[src/design/rsr_pkg.sv]
// ----------------------------------------------------------------------------
// rsr_pkg
// types, codes and field widths shared by the rename slot ring files
// ----------------------------------------------------------------------------
package rsr_pkg;

   localparam int SIZE_W      = 27;
   localparam int IDX_FIELD_W = 4;
   localparam int SEQ_W       = 32;
   localparam int RING_W      = 4;
   localparam int RES_W       = 32;
   localparam int OFF_W       = 32;
   localparam int CHOSEN_W    = 3;
   localparam int ACTIVE_W    = 4;

   typedef enum logic [1:0] {
      OP_ROTATE   = 2'd0,
      OP_SUBMIT   = 2'd1,
      OP_ADD_SLOT = 2'd2,
      OP_RELEASE  = 2'd3
   } op_type;

   typedef enum logic [1:0] {
      STATUS_OK           = 2'd0,
      STATUS_REJECT       = 2'd1,
      STATUS_POOL_REFUSED = 2'd2
   } status_type;

   typedef enum logic {
      ST_IDLE = 1'b0,
      ST_EXEC = 1'b1
   } state_type;

   typedef struct packed {
      op_type                 opcode;
      logic [IDX_FIELD_W-1:0] slot_index;
      logic [SEQ_W-1:0]       seqno;
      logic [RING_W-1:0]      ring_id;
      logic                   pool_ok;
      logic [RES_W-1:0]       pool_res_id;
      logic [OFF_W-1:0]       pool_offset;
   } req_type;

   typedef struct packed {
      logic [CHOSEN_W-1:0] chosen_slot;
      logic                grew;
      logic                must_wait;
      logic [SEQ_W-1:0]    wait_seqno;
      logic [RING_W-1:0]   wait_ring;
      logic [RES_W-1:0]    slot_res_id;
      logic [OFF_W-1:0]    slot_offset;
      status_type          status;
      logic [ACTIVE_W-1:0] active_slots;
   } rsp_type;

endpackage

[src/design/rsr_if.sv]
// ----------------------------------------------------------------------------
// rsr channel interfaces
// valid/ready channels for requests, responses and the slot size register
// ----------------------------------------------------------------------------
interface rsr_req_if;
   logic             valid;
   logic             ready;
   rsr_pkg::req_type data;

   modport source (output valid, output data, input ready);
   modport sink   (input valid, input data, output ready);
endinterface

interface rsr_rsp_if;
   logic             valid;
   logic             ready;
   rsr_pkg::rsp_type data;

   modport source (output valid, output data, input ready);
   modport sink   (input valid, input data, output ready);
endinterface

interface rsr_csr_if;
   logic                        valid;
   logic                        ready;
   logic [rsr_pkg::SIZE_W-1:0]  data;

   modport source (output valid, output data, input ready);
   modport sink   (input valid, input data, output ready);
endinterface

[src/design/rsr_ram.sv]
// ----------------------------------------------------------------------------
// rsr_ram
// simple dual port ram, one write and one registered read per cycle
// ----------------------------------------------------------------------------
module rsr_ram #(
   parameter int WIDTH = 32,
   parameter int DEPTH = 8
) (
   input  logic                     clock,
   input  logic                     wr_en,
   input  logic [$clog2(DEPTH)-1:0] wr_addr,
   input  logic [WIDTH-1:0]         wr_data,
   input  logic                     rd_en,
   input  logic [$clog2(DEPTH)-1:0] rd_addr,
   output logic [WIDTH-1:0]         rd_data
);

   logic [WIDTH-1:0] mem_ff [DEPTH];
   logic [WIDTH-1:0] rd_data_ff;

   always_ff @(posedge clock) begin
      if (wr_en) begin
         mem_ff[wr_addr] <= wr_data;
      end
      if (rd_en) begin
         rd_data_ff <= mem_ff[rd_addr];
      end
   end

   assign rd_data = rd_data_ff;

endmodule

[src/design/rename_slot_ring.sv]
// ----------------------------------------------------------------------------
// rename_slot_ring
// ring of staging slots that a producer rotates through, with fence waits
// ----------------------------------------------------------------------------
//
//  channel   direction  transfer moves
//  --------  ---------  ------------------------------------------------
//  req_if    in         one operation: rotate, submit, add_slot, release
//  rsp_if    out        one result per operation
//  csr_if    in         slot size register write (bytes per slot)
//
//  each item is read from both slot memories in its transfer cycle; in exec
//  the block updates state, writes back and loads the output register;
//  no new item is taken until the last one completes its write-back
//  reset clears control flops only; the memories are not swept
//  a full output register holds the item in exec until taken
//
module rename_slot_ring #(
   parameter int MAX_SLOTS = 8
) (
   input  logic    clock,
   input  logic    reset,
   rsr_req_if.sink   req_if,
   rsr_rsp_if.source rsp_if,
   rsr_csr_if.sink   csr_if
);

   localparam int IDX_W   = $clog2(MAX_SLOTS);
   localparam int CNT_W   = $clog2(MAX_SLOTS + 1);
   localparam int SLOT_W  = rsr_pkg::RES_W + rsr_pkg::OFF_W;
   localparam int FENCE_W = rsr_pkg::SEQ_W + rsr_pkg::RING_W;
   localparam int EXT_W   = rsr_pkg::IDX_FIELD_W + 1;

   // control state
   rsr_pkg::state_type          state_ff, state_in;
   logic [rsr_pkg::SIZE_W-1:0]  size_ff;
   logic [MAX_SLOTS-1:0]        valid_ff, valid_in;
   logic [MAX_SLOTS-1:0]        busy_ff, busy_in;
   logic [CNT_W-1:0]            count_ff, count_in;
   logic [IDX_W-1:0]            cur_ff, cur_in;
   logic                        size_clr;

   // item held from its transfer until it completes, and the output register
   rsr_pkg::req_type            item_ff;
   logic                        rsp_valid_ff;
   rsr_pkg::rsp_type            rsp_data_ff, rsp_in;

   logic                        req_xfer, exec_done;

   // memory ports
   logic [IDX_W-1:0]            rd_addr;
   logic                        slot_we, fence_we;
   logic [IDX_W-1:0]            slot_waddr, fence_waddr;
   logic [SLOT_W-1:0]           slot_rd;
   logic [FENCE_W-1:0]          fence_rd;

   // wrap-around next slot, a compare and not a divide
   logic [IDX_W:0]              nxt_sum;
   logic [IDX_W-1:0]            nxt;

   always_comb begin
      nxt_sum = {1'b0, cur_ff} + {{IDX_W{1'b0}}, 1'b1};
      if (count_ff == '0) begin
         nxt = '0;
      end else if ((CNT_W + 1)'(nxt_sum) >= (CNT_W + 1)'(count_ff)) begin
         nxt = '0;
      end else begin
         nxt = nxt_sum[IDX_W-1:0];
      end
   end

   // --------------------------------------------------------------------
   // state machine: idle takes an item, exec finishes it
   // --------------------------------------------------------------------
   always_ff @(posedge clock) begin
      if (reset) begin
         state_ff <= rsr_pkg::ST_IDLE;
      end else begin
         state_ff <= state_in;
      end
   end

   always_comb begin
      state_in     = state_ff;
      req_if.ready = 1'b0;
      exec_done    = 1'b0;
      unique case (state_ff)
         rsr_pkg::ST_IDLE: begin
            req_if.ready = 1'b1;
            if (req_if.valid) begin
               state_in = rsr_pkg::ST_EXEC;
            end
         end
         rsr_pkg::ST_EXEC: begin
            // output register free or emptying this cycle
            if (!rsp_valid_ff || rsp_if.ready) begin
               exec_done = 1'b1;
               state_in  = rsr_pkg::ST_IDLE;
            end
         end
         default: begin
            state_in = rsr_pkg::ST_IDLE;
         end
      endcase
   end

   assign req_xfer = req_if.valid && req_if.ready;

   // --------------------------------------------------------------------
   // read address for the transfer cycle
   // --------------------------------------------------------------------
   logic                        req_idx_ok;

   assign req_idx_ok = ({1'b0, req_if.data.slot_index} < EXT_W'(MAX_SLOTS));

   always_comb begin
      if (req_if.data.opcode == rsr_pkg::OP_ROTATE) begin
         rd_addr = nxt;
      end else if (req_idx_ok) begin
         rd_addr = req_if.data.slot_index[IDX_W-1:0];
      end else begin
         rd_addr = '0;
      end
   end

   always_ff @(posedge clock) begin
      if (req_xfer) begin
         item_ff <= req_if.data;
      end
   end

   // resource id and pool offset of each slot
   rsr_ram #(
      .WIDTH (SLOT_W),
      .DEPTH (MAX_SLOTS)
   ) u_slot_ram (
      .clock   (clock),
      .wr_en   (slot_we),
      .wr_addr (slot_waddr),
      .wr_data ({item_ff.pool_res_id, item_ff.pool_offset}),
      .rd_en   (req_xfer),
      .rd_addr (rd_addr),
      .rd_data (slot_rd)
   );

   // pending fence and ring of each slot
   rsr_ram #(
      .WIDTH (FENCE_W),
      .DEPTH (MAX_SLOTS)
   ) u_fence_ram (
      .clock   (clock),
      .wr_en   (fence_we),
      .wr_addr (fence_waddr),
      .wr_data ({item_ff.seqno, item_ff.ring_id}),
      .rd_en   (req_xfer),
      .rd_addr (rd_addr),
      .rd_data (fence_rd)
   );

   // --------------------------------------------------------------------
   // second state, exec: decide, update, build the result
   // --------------------------------------------------------------------
   logic                        idx_ok;
   logic [IDX_W-1:0]            idx_sel;
   logic [CNT_W-1:0]            idx_cnt;
   logic [IDX_W-1:0]            cnt_idx;
   logic                        below_max;
   logic [IDX_W-1:0]            chosen;
   logic                        use_pool, use_mem;

   assign idx_ok    = ({1'b0, item_ff.slot_index} < EXT_W'(MAX_SLOTS));
   assign idx_sel   = item_ff.slot_index[IDX_W-1:0];
   assign idx_cnt   = CNT_W'(idx_sel) + CNT_W'(1);
   assign cnt_idx   = count_ff[IDX_W-1:0];
   assign below_max = (count_ff < CNT_W'(MAX_SLOTS));

   always_comb begin
      chosen      = '0;
      use_pool    = 1'b0;
      use_mem     = 1'b0;
      valid_in    = valid_ff;
      busy_in     = busy_ff;
      count_in    = count_ff;
      cur_in      = cur_ff;
      size_clr    = 1'b0;
      slot_we     = 1'b0;
      slot_waddr  = idx_sel;
      fence_we    = 1'b0;
      fence_waddr = idx_sel;
      rsp_in      = '0;
      rsp_in.status = rsr_pkg::STATUS_OK;

      unique case (item_ff.opcode)
         rsr_pkg::OP_ROTATE: begin
            if (size_ff == '0) begin
               // ring unconfigured
               rsp_in.status = rsr_pkg::STATUS_REJECT;
            end else begin
               if (count_ff != '0 && !busy_ff[nxt]) begin
                  chosen  = nxt;
                  use_mem = valid_ff[nxt];
               end else if (below_max && item_ff.pool_ok) begin
                  // grow by one slot at the end of the table
                  chosen            = cnt_idx;
                  valid_in[cnt_idx] = 1'b1;
                  busy_in[cnt_idx]  = 1'b0;
                  count_in          = count_ff + CNT_W'(1);
                  slot_we           = 1'b1;
                  slot_waddr        = cnt_idx;
                  use_pool          = 1'b1;
                  rsp_in.grew       = 1'b1;
               end else begin
                  // no growth: reuse next slot, waiting on its fence if it is busy
                  if (below_max) begin
                     rsp_in.status = rsr_pkg::STATUS_POOL_REFUSED;
                  end
                  if (busy_ff[nxt]) begin
                     rsp_in.must_wait  = 1'b1;
                     rsp_in.wait_seqno = fence_rd[FENCE_W-1:rsr_pkg::RING_W];
                     rsp_in.wait_ring  = fence_rd[rsr_pkg::RING_W-1:0];
                     busy_in[nxt]      = 1'b0;
                  end
                  chosen  = nxt;
                  use_mem = valid_ff[nxt];
               end
               cur_in = chosen;
            end
         end
         rsr_pkg::OP_SUBMIT: begin
            if (!idx_ok) begin
               rsp_in.status = rsr_pkg::STATUS_REJECT;
            end else begin
               fence_we         = 1'b1;
               busy_in[idx_sel] = 1'b1;
               chosen           = idx_sel;
               use_mem          = valid_ff[idx_sel];
            end
         end
         rsr_pkg::OP_ADD_SLOT: begin
            if (size_ff == '0 || !idx_ok) begin
               rsp_in.status = rsr_pkg::STATUS_REJECT;
            end else begin
               chosen = idx_sel;
               if (valid_ff[idx_sel]) begin
                  use_mem = 1'b1;
               end else if (item_ff.pool_ok) begin
                  valid_in[idx_sel] = 1'b1;
                  busy_in[idx_sel]  = 1'b0;
                  if (idx_cnt > count_ff) begin
                     count_in = idx_cnt;
                  end
                  slot_we     = 1'b1;
                  slot_waddr  = idx_sel;
                  use_pool    = 1'b1;
                  rsp_in.grew = 1'b1;
               end else begin
                  rsp_in.status = rsr_pkg::STATUS_POOL_REFUSED;
               end
            end
         end
         rsr_pkg::OP_RELEASE: begin
            // an empty table is left as it is
            if (count_ff != '0) begin
               valid_in = '0;
               busy_in  = '0;
               count_in = '0;
               cur_in   = '0;
               size_clr = 1'b1;
            end
         end
         default: begin
            rsp_in.status = rsr_pkg::STATUS_OK;
         end
      endcase

      if (use_pool) begin
         rsp_in.slot_res_id = item_ff.pool_res_id;
         rsp_in.slot_offset = item_ff.pool_offset;
      end else if (use_mem) begin
         rsp_in.slot_res_id = slot_rd[SLOT_W-1:rsr_pkg::OFF_W];
         rsp_in.slot_offset = slot_rd[rsr_pkg::OFF_W-1:0];
      end
      rsp_in.chosen_slot  = rsr_pkg::CHOSEN_W'(chosen);
      rsp_in.active_slots = rsr_pkg::ACTIVE_W'(count_in);

      // memories written only as the item completes
      if (!exec_done) begin
         slot_we  = 1'b0;
         fence_we = 1'b0;
      end
   end

   // --------------------------------------------------------------------
   // control registers
   // --------------------------------------------------------------------
   always_ff @(posedge clock) begin
      if (reset) begin
         valid_ff <= '0;
         busy_ff  <= '0;
         count_ff <= '0;
         cur_ff   <= '0;
      end else if (exec_done) begin
         valid_ff <= valid_in;
         busy_ff  <= busy_in;
         count_ff <= count_in;
         cur_ff   <= cur_in;
      end
   end

   // slot size register; the user writes it only while idle, the block does not enforce this
   assign csr_if.ready = 1'b1;

   always_ff @(posedge clock) begin
      if (reset) begin
         size_ff <= '0;
      end else if (csr_if.valid && csr_if.ready) begin
         size_ff <= csr_if.data;
      end else if (exec_done && size_clr) begin
         size_ff <= '0;
      end
   end

   // output register
   always_ff @(posedge clock) begin
      if (reset) begin
         rsp_valid_ff <= 1'b0;
      end else if (exec_done) begin
         rsp_valid_ff <= 1'b1;
      end else if (rsp_if.ready) begin
         rsp_valid_ff <= 1'b0;
      end
   end

   always_ff @(posedge clock) begin
      if (exec_done) begin
         rsp_data_ff <= rsp_in;
      end
   end

   assign rsp_if.valid = rsp_valid_ff;
   assign rsp_if.data  = rsp_data_ff;

   // --------------------------------------------------------------------
   // assertions
   // --------------------------------------------------------------------
   a_count_cap: assert property (@(posedge clock) disable iff (reset)
      count_ff <= CNT_W'(MAX_SLOTS))
      else $error("slot count above cap");

   a_valid_below_count: assert property (@(posedge clock) disable iff (reset)
      (valid_ff >> count_ff) == '0)
      else $error("valid slot at or above slot count");

   a_cur_in_table: assert property (@(posedge clock) disable iff (reset)
      (count_ff != '0) |-> (CNT_W'(cur_ff) < count_ff))
      else $error("current slot outside table");

   a_wr_in_exec: assert property (@(posedge clock) disable iff (reset)
      (slot_we || fence_we) |-> (state_ff == rsr_pkg::ST_EXEC))
      else $error("slot memory written outside exec");

   a_no_read_in_exec: assert property (@(posedge clock) disable iff (reset)
      (state_ff == rsr_pkg::ST_EXEC) |-> !req_xfer)
      else $error("request taken while an item is in flight");

endmodule

[src/flat_wrapper.sv]
// flat-port wrapper written by rule: the top's interface ports become plain ports
module rename_slot_ring_flat 
#(
   parameter int MAX_SLOTS = 8
)
  (clock, reset, req_if_valid, req_if_data, req_if_ready, rsp_if_valid, rsp_if_data, rsp_if_ready, csr_if_valid, csr_if_data, csr_if_ready);
  rsr_req_if req_if_i ();
  rsr_rsp_if rsp_if_i ();
  rsr_csr_if csr_if_i ();
  input  logic clock;
  input  logic reset;
  input wire logic [$bits(req_if_i.valid)-1:0] req_if_valid;
  input wire logic [$bits(req_if_i.data)-1:0] req_if_data;
  output wire logic [$bits(req_if_i.ready)-1:0] req_if_ready;
  output wire logic [$bits(rsp_if_i.valid)-1:0] rsp_if_valid;
  output wire logic [$bits(rsp_if_i.data)-1:0] rsp_if_data;
  input wire logic [$bits(rsp_if_i.ready)-1:0] rsp_if_ready;
  input wire logic [$bits(csr_if_i.valid)-1:0] csr_if_valid;
  input wire logic [$bits(csr_if_i.data)-1:0] csr_if_data;
  output wire logic [$bits(csr_if_i.ready)-1:0] csr_if_ready;
  assign req_if_i.valid = req_if_valid;
  assign req_if_i.data = req_if_data;
  assign req_if_ready = req_if_i.ready;
  assign rsp_if_valid = rsp_if_i.valid;
  assign rsp_if_data = rsp_if_i.data;
  assign rsp_if_i.ready = rsp_if_ready;
  assign csr_if_i.valid = csr_if_valid;
  assign csr_if_i.data = csr_if_data;
  assign csr_if_ready = csr_if_i.ready;
  rename_slot_ring #(.MAX_SLOTS(MAX_SLOTS)) u_core (.clock(clock), .reset(reset), .req_if(req_if_i), .rsp_if(rsp_if_i), .csr_if(csr_if_i));
endmodule
[config.mk]
export PLATFORM = sky130hd
export DESIGN_NAME = rename_slot_ring_flat
export DESIGN_NICKNAME = d
export VERILOG_FILES = /design/src/design/rsr_pkg.sv /design/src/design/rsr_if.sv /design/src/design/rsr_ram.sv /design/src/design/rename_slot_ring.sv /design/src/flat_wrapper.sv
export SDC_FILE = /design/constraint.sdc
export NUM_CORES = 1
export LEC_CHECK = 0
export BUFFER_PORTS_ARGS = -buffer_cell sky130_fd_sc_hd__buf_2
export CORE_ASPECT_RATIO = 0.6
export CORE_UTILIZATION = 57
export DETAILED_ROUTE_END_ITERATION = 10
export PLACE_DENSITY = 0.75
export SLEW_MARGIN = 20
export SYNTH_ARGS = -nofsm -noshare
export SYNTH_HDL_FRONTEND = slang
export SYNTH_SLANG_ARGS = --single-unit
[constraint.sdc]
create_clock -name clock -period 32 [get_ports clock]
set_input_delay 6.4 -clock clock [delete_from_list [all_inputs] [get_ports clock]]
set_output_delay 6.4 -clock clock [all_outputs]
set_load 0.03 [all_outputs]
==> results by group, run 1 <==
Critical path
  • Crit-path max cell delay: 0.92 ns
  • Critical path capture point type: flop
  • Startpoint Class: input pin
  • Most used cell, CP: buf_4
  • Critical R2R Launch: u_core.cur_ff[0]
  • CP delay by family, top: buffers and inverters
  • CP max stage cell: buf_4
  • Crit path buffers/inverters: 4
  • Arrival time worst endpoint: around 11 ns
  • Setup crit start: req_if_data[106]
  • Setup CP Type: in -> reg
  • Critical-path cell list: buf_2 > nor2_1 > nor3b_1 > a41oi_4 > buf_4 > buf_12 > buf_4 > nor2b_1 > a211oi_1 > a311oi_1 > a21o_1
  • WP data required: about 32 ns
  • Critical Path Fanout Max: approximately 230

Synth
  • Synth Area in Simple Gates: under 10%
  • Flops & latches, synth: 1170
  • Syn nets: between 3000 and 4000
  • Async set-reset flop share out of synthesis: 0%
  • Number of synthesis warnings: 0
  • XOR/XNOR share of the synthesized area: less than 1%
  • Largest family of logic cells by synthesized area: compound AO/OA/AOI/OAI gates
  • Post-Syn Area: roughly 0.045 sq mm
  • Synth area leader: edfxtp_1
  • Post-synth EDFFs: ~1100
  • Mapped Cells: 2957
  • Distinct cells, synth: 74
  • Compound-Gate Fraction of Synth Area: between 10% and 20%
  • Sequential-to-total area share from yosys stat: 76.7%
  • Synth Area in Adders: less than 1%
  • Synth top area cells: edfxtp_1 (74%), nand2_1 (3.6%), a211oi_1 (3.3%), nor2b_1 (2.9%), dfxtp_1 (2.3%)
  • Post-synthesis mux area share: 0.327%
  • Syn avg cell area: roughly 15 sq um
  • Area share of the largest cell type after synthesis: 74.4%
  • Ys flop type: edfxtp_1

Run status
  • Status: finished, final reports clean

Timing
  • Relative slew margins: 25.3%
  • Final WS setup: about 21 ns
  • Final hold viol count: 0
  • Tcrit/Tclk final: between 30% and 40%
  • Max-slew violations: 0
  • RSZ-0062 raised after global routing: no
  • Final Setup Violations: 0
  • Setup_tns: 0 ns
  • Min Tclk post-route: roughly 11 ns
  • Highest clock rate: between 90 and 100 MHz
  • Clk_skew: 0.0279 ns
  • Worst-Margin Slew: 1.12 ns

Power and ir drop
  • Leak pwr: roughly 0.017 uW
  • Peak VDD IR: a little under 0.04 mV
  • Reg power frac: 55.2%
  • Switching Share: 22.3%
  • Clock network power share: 38.7%
  • Sw power: approximately 710 uW
  • Comb power frac: under 10%
  • Power Density: ~63 mW/mm^2
  • Internal Power: ~2500 uW

Layout
  • Final Core Density: between 60% and 70%
  • Syn-to-layout area delta: 12.8%
  • Share of cells above drive strength 1: 15.1%
  • Final nets: 3315

Clocking
  • Hold_buf cts: 0
  • Post-CTS Resized: 0
  • Worst-path clk slew: about 0.070 ns
  • CTS tree: yes
  • Clock Latency Late Sink: roughly 0.7 ns
  • CTS H-tree depth: 3
  • Root Buffer: clkbuf_16
  • Number of post-CTS setup repair buffers: 0
  • Number of CTS-inserted buffers: 101
  • Worst-case clock buffer depth: 3
  • Clk sinks: 1170

Global routing
  • Tot GR Track Use: 25.2%
  • Largest net degree at the start of global routing: 230
  • Global route overflow: 0
  • Initial antenna violation count: 4
  • First-pass GRT wire length: around 150000 um
  • Vias in the first global route: 25700

Floorplanning
  • Die Footprint: 0.0803 sq mm
  • Die W: between 300 and 400 um
  • Die Span Y: about 220 um
  • Core Footprint: around 0.078 sq mm
  • Initial Util: between 50% and 60%
  • Row cnt: slightly below 80
  • Ports: 253

Placed design
  • Final HPWL DP: between 50000 and 60000 um
  • Gpl congestion: between 0.9 and 1
  • Pre-CTS setup slack: roughly 21 ns
  • PortBufs: ~250

Detailed routing
  • DR vias/cell: around 6.2
  • Remaining DRCs: 0
  • Vias: roughly 27000
  • Initial drt markers: 2941
  • Antenna-violating nets left: 0
  • Routed len/inst: about 24 um
  • DR WL met2: between 40000 and 50000 um
  • DR WL met3: roughly 9000 um
  • Uppermost layer routed: met5
  • DRT Pass-1 Iters: 5
  • Metal-1 WL: between 40000 and 50000 um
  • Routed wire length: 102000 um

Worst hold path
  • Hold_sp: u_core.busy_ff[7]
  • Worst hold path class: reg -> reg

Run
  • # Max-Cap Violations: 0
==> per-layer routing <==
metal | GRT usage [%] | vias up
met4 | 6.36 | 2
met3 | 5.32 | 152
li1 | - | 11800
met1 | 38.0 | 13300
met5 | 0 | -
met2 | 37.7 | 1236
==> worst register-to-register path, cell delays in order, from the launching register on <==
cell       delay, ns
dfxtp_1         0.44
ha_1            0.28
xnor2_1         0.54
inv_1           0.34
ha_1            0.40
o2111ai_1       0.38
a21oi_2         0.32
o41a_1          0.51
nand4_1         0.88
o22ai_4         1.09
buf_4           0.74
==> cells in the mapped netlist, types with 6 or more instances <==
cell type  count
edfxtp_1    1118
nand2_1      435
nor2b_1      207
a211oi_1     201
clkbuf_1     184
a31oi_1      105
a21o_1       102
a311oi_1     101
nor2_1        71
a22o_1        65
dfxtp_1       52
and2_1        36
a21oi_1       30
a22oi_1       28
o21ai_0       26
inv_1         19
ha_1          17
nand3_1       15
nor3_1        13
o22ai_1        9
or3_1          9
mux2i_1        8
nor4_1         8
buf_1          6
buf_6          6
==> path summary, 6_finish.rpt <==
| check | slack (ns) | endpoint | cells after the start |
|---|---|---|---|
| setup / recovery | 21.50 | u_core.u_fence_ram.rd_data[22] | 11 |
| hold / removal | 0.50 | u_core.busy_ff[7] | 2 |
| setup reg to reg | 25.67 | u_core.u_slot_ram.mem_ff[6][20] | 10 |
| hold reg to reg | 0.50 | u_core.busy_ff[7] | 2 |
==> cell usage in the layout, fill, tap and decap left out, types with 25 or more instances in the layout <==
master        n
a211oi_1    201
a21o_1      102
a21oi_1      29
a22o_1       65
a22oi_1      28
a311oi_1    101
a31oi_1     104
and2_1       36
buf_2       251
buf_4        43
clkbuf_16   102
dfxtp_1      52
edfxtp_1   1118
nand2_1     435
nor2_1       63
nor2b_1     206
o21ai_0      25
==> cell type report <==
type                            count  area (sq um)
Sequential cell                  1170         34600
Fill cell                        5343         27000
Multi-Input combinational cell   1567          9910
Clock buffer                      132          2740
Timing Repair Buffer              298          1660
Tap cell                         1053          1320
Clock inverter                     57           591
Inverter                           21          83.8
Antenna cell                        1          2.50
==> stage by stage <==
step	power [uW]	instances	hold slack [ns]	area (sq um)
2_1_floorplan	1910	2957	0.447	45100
3_3_place_gp	1970	4108	0.477	47500
3_5_place_dp	1980	4108	0.494	47500
4_1_cts	3200	4297	0.504	50900
5_1_grt	3280	4299	0.530	50900
6_report	3180	4299	0.505	50900
==> sequential cells by signal (all words and copies together) (netlist names), 3 cells and up <==
register	flops
u_core.count_ff	4
u_core.busy_ff	8
u_core.fence_waddr	3
u_core.u_fence_ram.mem_ff	288
u_core.item_ff	104
u_core.valid_ff	8
u_core.u_slot_ram.rd_data	64
u_core.u_slot_ram.mem_ff	512
u_core.cur_ff	3
u_core.size_ff	27
u_core.u_fence_ram.rd_data	36
u_core.rsp_if.data	111
==> power groups by stage <==
stage / Sequential [uW] / Combinational, uW / Clock [uW]
after floorplan: 1800 / 111 / 0
after global placement: 1790 / 186 / 0
after detailed placement: 1790 / 191 / 0
after CTS: 1760 / 193 / 1250
after global routing: 1760 / 210 / 1310
final: 1760 / 194 / 1230
==> cells by family (layout without fill, tap and decap cells) <==
family	count (synthesis)	count (layout)
AO/OA/AOI/OAI	712	712
XOR/XNOR	2	2
multiplexers	11	11
buffers and inverters	220	508
AND/OR/NAND/NOR	824	824
adder cells (fa/ha/maj)	17	17
other	1	2
flip-flops	1170	1170
Note: power is estimated with default switching activity, not from simulation.
==> run 2: changes to the inputs <==
Settings changed: CORE_UTILIZATION 57 to 55, PLACE_DENSITY 0.75 to 0.76.
Clock period 32 ns to 9.2 ns, I/O delays scaled along.
==> run 2 against run 1 <==
Against the previous run: die area rose by 3.6%; sequential share of layout area hardly changed; core utilization fell by 2.0 points; total power increased to 3.5 times the previous value; combinational power increased to 3.5 times the previous value; register-to-register slack worse by 23 ns; clock-buffer cell count down 3; via count is 1.3% lower; first-iteration DRC count shrank 16%; highest routed layer is now met4.
==> results by group, run 2 (synthesis results as in run 1) <==
Timing
  • RSZ-0062 raised after global routing: no (unchanged)
  • Clk_skew: 0.0412 ns (was 0.0279 ns)
  • Setup_tns: 0 ns (unchanged)
  • Tcrit/Tclk final: about 68%
  • Highest clock rate: 161 MHz
  • Worst-Margin Slew: 1.12 ns (about the same)
  • Max-slew violations: 0 (unchanged)
  • Min Tclk post-route: between 6 and 7 ns
  • WHS: 0.503 ns (was 0.505 ns)
  • Final hold viol count: 0 (unchanged)
  • Final WS setup: 2.98 ns (was 21.50 ns)
  • Relative slew margins: 25.2% (was 25.3%)
  • Final Setup Violations: 0 (unchanged)

Clocking
  • CTS H-tree depth: 3 (unchanged)
  • Worst-case clock buffer depth: 3 (unchanged)
  • Hold_buf cts: 0 (unchanged)
  • Clk sinks: 1170 (unchanged)
  • Root Buffer: clkbuf_16 (unchanged)
  • Worst-path clk slew: 0.07 ns (about the same)
  • Number of post-CTS setup repair buffers: 0 (unchanged)
  • CTS tree: yes (unchanged)
  • Clock Latency Late Sink: 0.70 ns (about the same)
  • Post-CTS Resized: 0 (unchanged)
  • Number of CTS-inserted buffers: 102 (was 101)

Worst hold path
  • Hold_sp: u_core.valid_ff[3] (was u_core.busy_ff[7])
  • Worst hold path class: reg -> reg (unchanged)

Global routing
  • Global route overflow: 0 (unchanged)
  • Vias in the first global route: 25500 (was 25700)
  • First-pass GRT wire length: 151000 um (was 152000 um)
  • Initial antenna violation count: 9 (was 4)
  • Tot GR Track Use: 24.0% (was 25.2%)
  • Largest net degree at the start of global routing: 217 (was 230)

Detailed routing
  • Remaining DRCs: 0 (unchanged)
  • Initial drt markers: 2476 (was 2941)
  • DRT Pass-1 Iters: 6 (was 5)
  • Routed len/inst: 23.3 um (was 23.7 um)
  • DR vias/cell: 6.07 (was 6.17)
  • Antenna-violating nets left: 0 (unchanged)
  • Routed wire length: 100000 um (was 102000 um)
  • Vias: 26200 (was 26500)

Critical path
  • Arrival time worst endpoint: 6.54 ns (was 10.96 ns)
  • Crit path buffers/inverters: 3 (was 4)
  • WP data required: 9.51 ns (was 32.46 ns)
  • Worst R2R Setup Slack: 2.98 ns (was 25.67 ns)
  • Critical path capture point type: flop (unchanged)
  • Critical-path cell list: ha_1 > xnor2_1 > inv_1 > ha_1 > o2111ai_1 > a21oi_2 > o41a_1 > a32o_4 > o311ai_2 > buf_4 > o22ai_4 > buf_4 (was buf_2 > nor2_1 > nor3b_1 > a41oi_4 > buf_4 > buf_12 > buf_4 > nor2b_1 > a211oi_1 > a311oi_1 > a21o_1)
  • Setup CP Type: reg -> reg (was in -> reg)
  • CP max stage cell: a32o_4 (was buf_4)
  • Critical R2R Launch: u_core.cur_ff[0] (unchanged)
  • Startpoint Class: flop (was input pin)
  • Critical Path Fanout Max: 67 (was 229)
  • Crit-path max cell delay: 0.97 ns (was 0.92 ns)
  • CP delay by family, top: compound AO/OA/AOI/OAI gates (was buffers and inverters)
  • Setup crit start: u_core.cur_ff[0] (was req_if_data[106])

Layout
  • Commonest non-fill, non-tap cells in the layout: edfxtp_1 (1118), nand2_1 (435), buf_2 (251), nor2b_1 (206), a211oi_1 (201) (unchanged)
  • Reg with most FFs: u_core.u_slot_ram.mem_ff (unchanged)
  • Syn-to-layout area delta: 12.8% (about the same)
  • Max reg flops: 512 (unchanged)
  • Commonest non-fill, non-tap cell in the layout: edfxtp_1 (unchanged)
  • Fillers: 5645 (was 5343)
  • Final nets: 3310 (was 3315)
  • Share of cells above drive strength 1: 14.8% (was 15.1%)

Power and ir drop
  • Leak pwr: 0.0172 uW (was 0.0173 uW)
  • Peak VDD IR: 0.133 mV (was 0.0385 mV)
  • Power Density: 217 mW/mm^2 (was 62.5 mW/mm^2)

Run
  • # Max-Cap Violations: 0 (unchanged)

Floorplanning
  • Ports: 253 (unchanged)
  • Row cnt: 80 (was 79)
  • Initial Util: 56.1% (was 57.9%)
  • Die Footprint: 0.0832 sq mm (was 0.0803 sq mm)
  • Die Span Y: 224 um (was 220 um)
  • Die W: 372 um (was 365 um)
  • Core Footprint: 0.0804 sq mm (was 0.0779 sq mm)

Placed design
  • Gpl congestion: 0.953 (was 0.918)
  • PortBufs: 251 (unchanged)
  • Final HPWL DP: 55100 um (was 54200 um)
  • Pre-CTS setup slack: 3.10 ns (was 20.80 ns)

Run status
  • Status: finished, final reports clean (unchanged)
[run 2: cell count changes in the layout (fill, tap and decap cells not counted), moves of 4 or more]
cell        delta
clkbuf_8       -7
clkinvlp_4     +5
clkinv_2       -6
buf_12         +4
buf_4         -10
[run 2: metal layers]
layer / track usage (%) / vias to the layer above / wire length [um]
li1: - / 11800 / -
met4: 5.78 / 0 / 1750
met3: 4.56 / 131 / 8640
met5: 0 / - / 0
met2: 35.6 / 1086 / 45000
met1: 36.9 / 13100 / 45000
[run 2: area by class of cell]
type	instances	area, sq um	area share (%)
diodes	3	7.51	0.0147
clock inverters	60	643	1.26
well taps	1066	1330	2.62
repair buffers	292	1660	3.27
multi-input cells	1567	9900	19.4
flip-flops and latches	1170	34600	68.0
inverters	21	83.8	0.165
clock buffers	129	2680	5.25
[run 2: path summary, 6_finish.rpt]
kind	to	cells past startpoint
setup / recovery	u_core.u_slot_ram.mem_ff[6][52]	12
hold / removal	u_core.valid_ff[3]	2
setup reg to reg	u_core.u_slot_ram.mem_ff[6][52]	12
hold reg to reg	u_core.valid_ff[3]	2
[run 2: where the power goes]
group          switching, uW  internal [uW]
Sequential               106           6010
Combinational            467            209
Clock                   1880           2380
[run 2: per-stage QoR]
| step | total power [uW] | instances | utilization [%] | cell area [sq um] |
|---|---|---|---|---|
| after global placement | 6870 | 4115 | 59.2 | 47600 |
| after global routing | 11400 | 4307 | 63.3 | 50900 |
| after CTS | 11100 | 4304 | 63.3 | 50900 |
| after detailed placement | 6890 | 4115 | 59.2 | 47600 |
| after floorplan | 6650 | 2957 | - | 45100 |
| final | 11100 | 4308 | 63.4 | 50900 |
[run 2: worst min-delay path: stages, from the launching register on]
cell and delay (ns):
dfxtp_1 0.35, a21oi_1 0.05, nor2_1 0.07
==> run 3: changes to the inputs <==
Clock period 9.2 ns to 5.7 ns, I/O delays scaled along.
==> run 3 against run 2 <==
Against the previous run: worst hold slack better by 0.0044 ns; die area unchanged; global-route usage up 0.51 points; combinational power up 66%; clock power up 73%; setup slack worse by 2.4 ns; maximum frequency up 22%; critical path type unchanged; highest routed layer unchanged.
==> results by group, run 3 (synthesis results as in run 1) <==
Critical path
  • R2R cell count: 12 (unchanged)
  • Worst R2R Setup Slack: 0.61 ns (was 2.98 ns)
  • CP delay by family, top: compound AO/OA/AOI/OAI gates (unchanged)
  • Setup CP Type: reg -> reg (unchanged)
  • Arrival time worst endpoint: 5.40 ns (was 6.54 ns)
  • FF-to-FF End: u_core.u_slot_ram.mem_ff[0][36] (was u_core.u_slot_ram.mem_ff[6][52])
  • Critical-path cell list: ha_1 > xnor2_1 > inv_1 > ha_1 > o2111ai_1 > a21oi_2 > o41a_1 > a32o_4 > o311ai_2 > buf_4 > o22ai_4 > buf_12 (was ha_1 > xnor2_1 > inv_1 > ha_1 > o2111ai_1 > a21oi_2 > o41a_1 > a32o_4 > o311ai_2 > buf_4 > o22ai_4 > buf_4)
  • WP data required: 6.02 ns (was 9.51 ns)
  • Crit-path max cell delay: 0.58 ns (was 0.97 ns)
  • Setup crit start: u_core.cur_ff[0] (unchanged)
  • Startpoint Class: flop (unchanged)
  • Critical R2R Launch: u_core.cur_ff[0] (unchanged)
  • Most used cell, CP: ha_1
  • CP max stage cell: a32o_4 (unchanged)
  • Critical path capture point type: flop (unchanged)
  • Crit path buffers/inverters: 3 (unchanged)
  • Critical Path Fanout Max: 64 (was 67)

Timing
  • Worst-Margin Slew: 1.09 ns (was 1.12 ns)
  • Min Tclk post-route: 5.09 ns (was 6.22 ns)
  • Relative slew margins: 27.3% (was 25.2%)
  • Max-slew violations: 0 (unchanged)
  • Clk_skew: 0.0278 ns (was 0.0412 ns)
  • Setup_tns: 0 ns (unchanged)
  • RSZ-0062 raised after global routing: no (unchanged)
  • Final Setup Violations: 0 (unchanged)
  • Tcrit/Tclk final: 89.2% (was 67.7%)
  • WHS: 0.507 ns (was 0.503 ns)
  • Final hold viol count: 0 (unchanged)
  • Highest clock rate: 197 MHz (was 161 MHz)

Floorplanning
  • Row cnt: 80 (unchanged)
  • Die W: 372 um (unchanged)
  • Initial Util: 56.1% (unchanged)
  • Core Footprint: 0.0804 sq mm (unchanged)
  • Die Span Y: 224 um (unchanged)
  • Die Footprint: 0.0832 sq mm (unchanged)
  • Ports: 253 (unchanged)

Power and ir drop
  • Final Power: 18400 uW (was 11100 uW)
  • Power Density: 356 mW/mm^2 (was 217 mW/mm^2)
  • Peak VDD IR: 0.227 mV (was 0.133 mV)
  • Leak pwr: 0.0176 uW (was 0.0172 uW)

Detailed routing
  • Remaining DRCs: 0 (unchanged)
  • Vias: 26500 (was 26200)
  • Routed wire length: 103000 um (was 100000 um)
  • Antenna-violating nets left: 0 (unchanged)
  • DRT Pass-1 Iters: 8 (was 6)
  • Initial drt markers: 2659 (was 2476)
  • Routed len/inst: 23.7 um (was 23.3 um)
  • DR vias/cell: 6.12 (was 6.07)

Clocking
  • Number of post-CTS setup repair buffers: 0 (unchanged)
  • Post-CTS Resized: 0 (unchanged)
  • CTS H-tree depth: 3 (unchanged)
  • CTS tree: yes (unchanged)
  • Hold_buf cts: 0 (unchanged)
  • Worst-path clk slew: 0.07 ns (about the same)
  • Worst-case clock buffer depth: 3 (unchanged)
  • Root Buffer: clkbuf_16 (unchanged)
  • Clock Latency Late Sink: 0.70 ns (about the same)
  • Number of CTS-inserted buffers: 102 (unchanged)
  • Clk sinks: 1170 (unchanged)

Layout
  • Commonest non-fill, non-tap cell in the layout: edfxtp_1 (unchanged)
  • Final nets: 3341 (was 3310)
  • Commonest non-fill, non-tap cells in the layout: edfxtp_1 (1118), nand2_1 (435), buf_2 (251), nor2b_1 (206), a211oi_1 (201) (unchanged)
  • Final cell count without fillers: 4333 (was 4308)
  • Syn-to-layout area delta: 14.3% (was 12.8%)
  • Reg with most FFs: u_core.u_slot_ram.mem_ff (unchanged)
  • Final Core Density: 64.2% (was 63.4%)
  • Share of cells above drive strength 1: 15.8% (was 14.8%)
  • Max reg flops: 512 (unchanged)

Global routing
  • Initial antenna violation count: 3 (was 9)
  • Global route overflow: 0 (unchanged)
  • Largest net degree at the start of global routing: 137 (was 217)
  • First-pass GRT wire length: 154000 um (was 151000 um)
  • Tot GR Track Use: 24.5% (was 24.0%)
  • Vias in the first global route: 25900 (was 25500)

Run
  • # Max-Cap Violations: 0 (unchanged)

Placed design
  • PortBufs: 251 (unchanged)
  • Final HPWL DP: 58800 um (was 55100 um)
  • Gpl congestion: 0.920 (was 0.953)
  • Placed insts: 4147 (was 4115)

Worst hold path
  • Hold_sp: u_core.size_ff[17] (was u_core.valid_ff[3])
  • Hold path cells: 2 (unchanged)
  • Hold EP: u_core.size_ff[17] (was u_core.valid_ff[3])
  • Worst hold path class: reg -> reg (unchanged)

Run status
  • Status: finished, final reports clean (unchanged)
## run 3: changes by cell type in the layout (fill, tap and decap cells not counted), sizes merged
| cell | change |
|---|---|
| buf | +31 |
| bufinv | +10 |
| clkbuf | -15 |
| clkinv | +8 |
| clkinvlp | -6 |
| diode | -1 |
| inv | -2 |
## run 3: routing by layer
layer / GRT usage [%] / part of all wire, %
met1: 37.0 / 45
met2: 36.5 / 45
met3: 5.41 / 8.4
met4: 5.92 / 1.7
met5: 0 / 0
## run 3: worst reg2reg max path, stage by stage (launching register included)
cell,delay [ns]
dfxtp_1,0.42
ha_1,0.26
xnor2_1,0.54
inv_1,0.30
ha_1,0.37
o2111ai_1,0.31
a21oi_2,0.30
o41a_1,0.46
a32o_4,0.58
o311ai_2,0.20
buf_4,0.27
o22ai_4,0.22
buf_12,0.40
## run 3: per-stage QoR
step,area [sq um],setup WS [ns]
after global placement,48000,0.851
final,51600,0.614
after floorplan,45200,0.314
after global routing,51600,0.325
after detailed placement,48000,0.765
after CTS,51600,0.718
## run 3: layout make-up
cell class | count | area, sq um
antenna | 2 | 5.00
clock buffer | 114 | 2640
clock inverter | 70 | 940
fill | 5480 | 28800
inverter | 21 | 83.8
multi-input combinational | 1567 | 9900
sequential | 1170 | 34600
tap | 1066 | 1330
timing repair buffer | 323 | 2060
## run 3: worst max-delay path by stage
| stage | slack (ns) | endpoint | cells past startpoint |
|---|---|---|---|
| 3_3_place_gp | 0.85 | u_core.u_slot_ram.mem_ff[2][14] | 12 |
| 5_1_grt | 0.33 | u_core.u_slot_ram.mem_ff[0][18] | 12 |
| 4_1_cts | 0.72 | u_core.u_slot_ram.mem_ff[0][50] | 12 |
| 6_report | 0.61 | u_core.u_slot_ram.mem_ff[0][36] | 12 |
| 2_1_floorplan | 0.31 | u_core.u_slot_ram.mem_ff[3][0] | 5 |
| 3_5_place_dp | 0.76 | u_core.u_slot_ram.mem_ff[0][44] | 12 |
## run 3: power breakdown
| group | switching (uW) | internal, uW |
|---|---|---|
| logic | 762 | 358 |
| registers | 187 | 9690 |
| clock network | 3080 | 4290 |
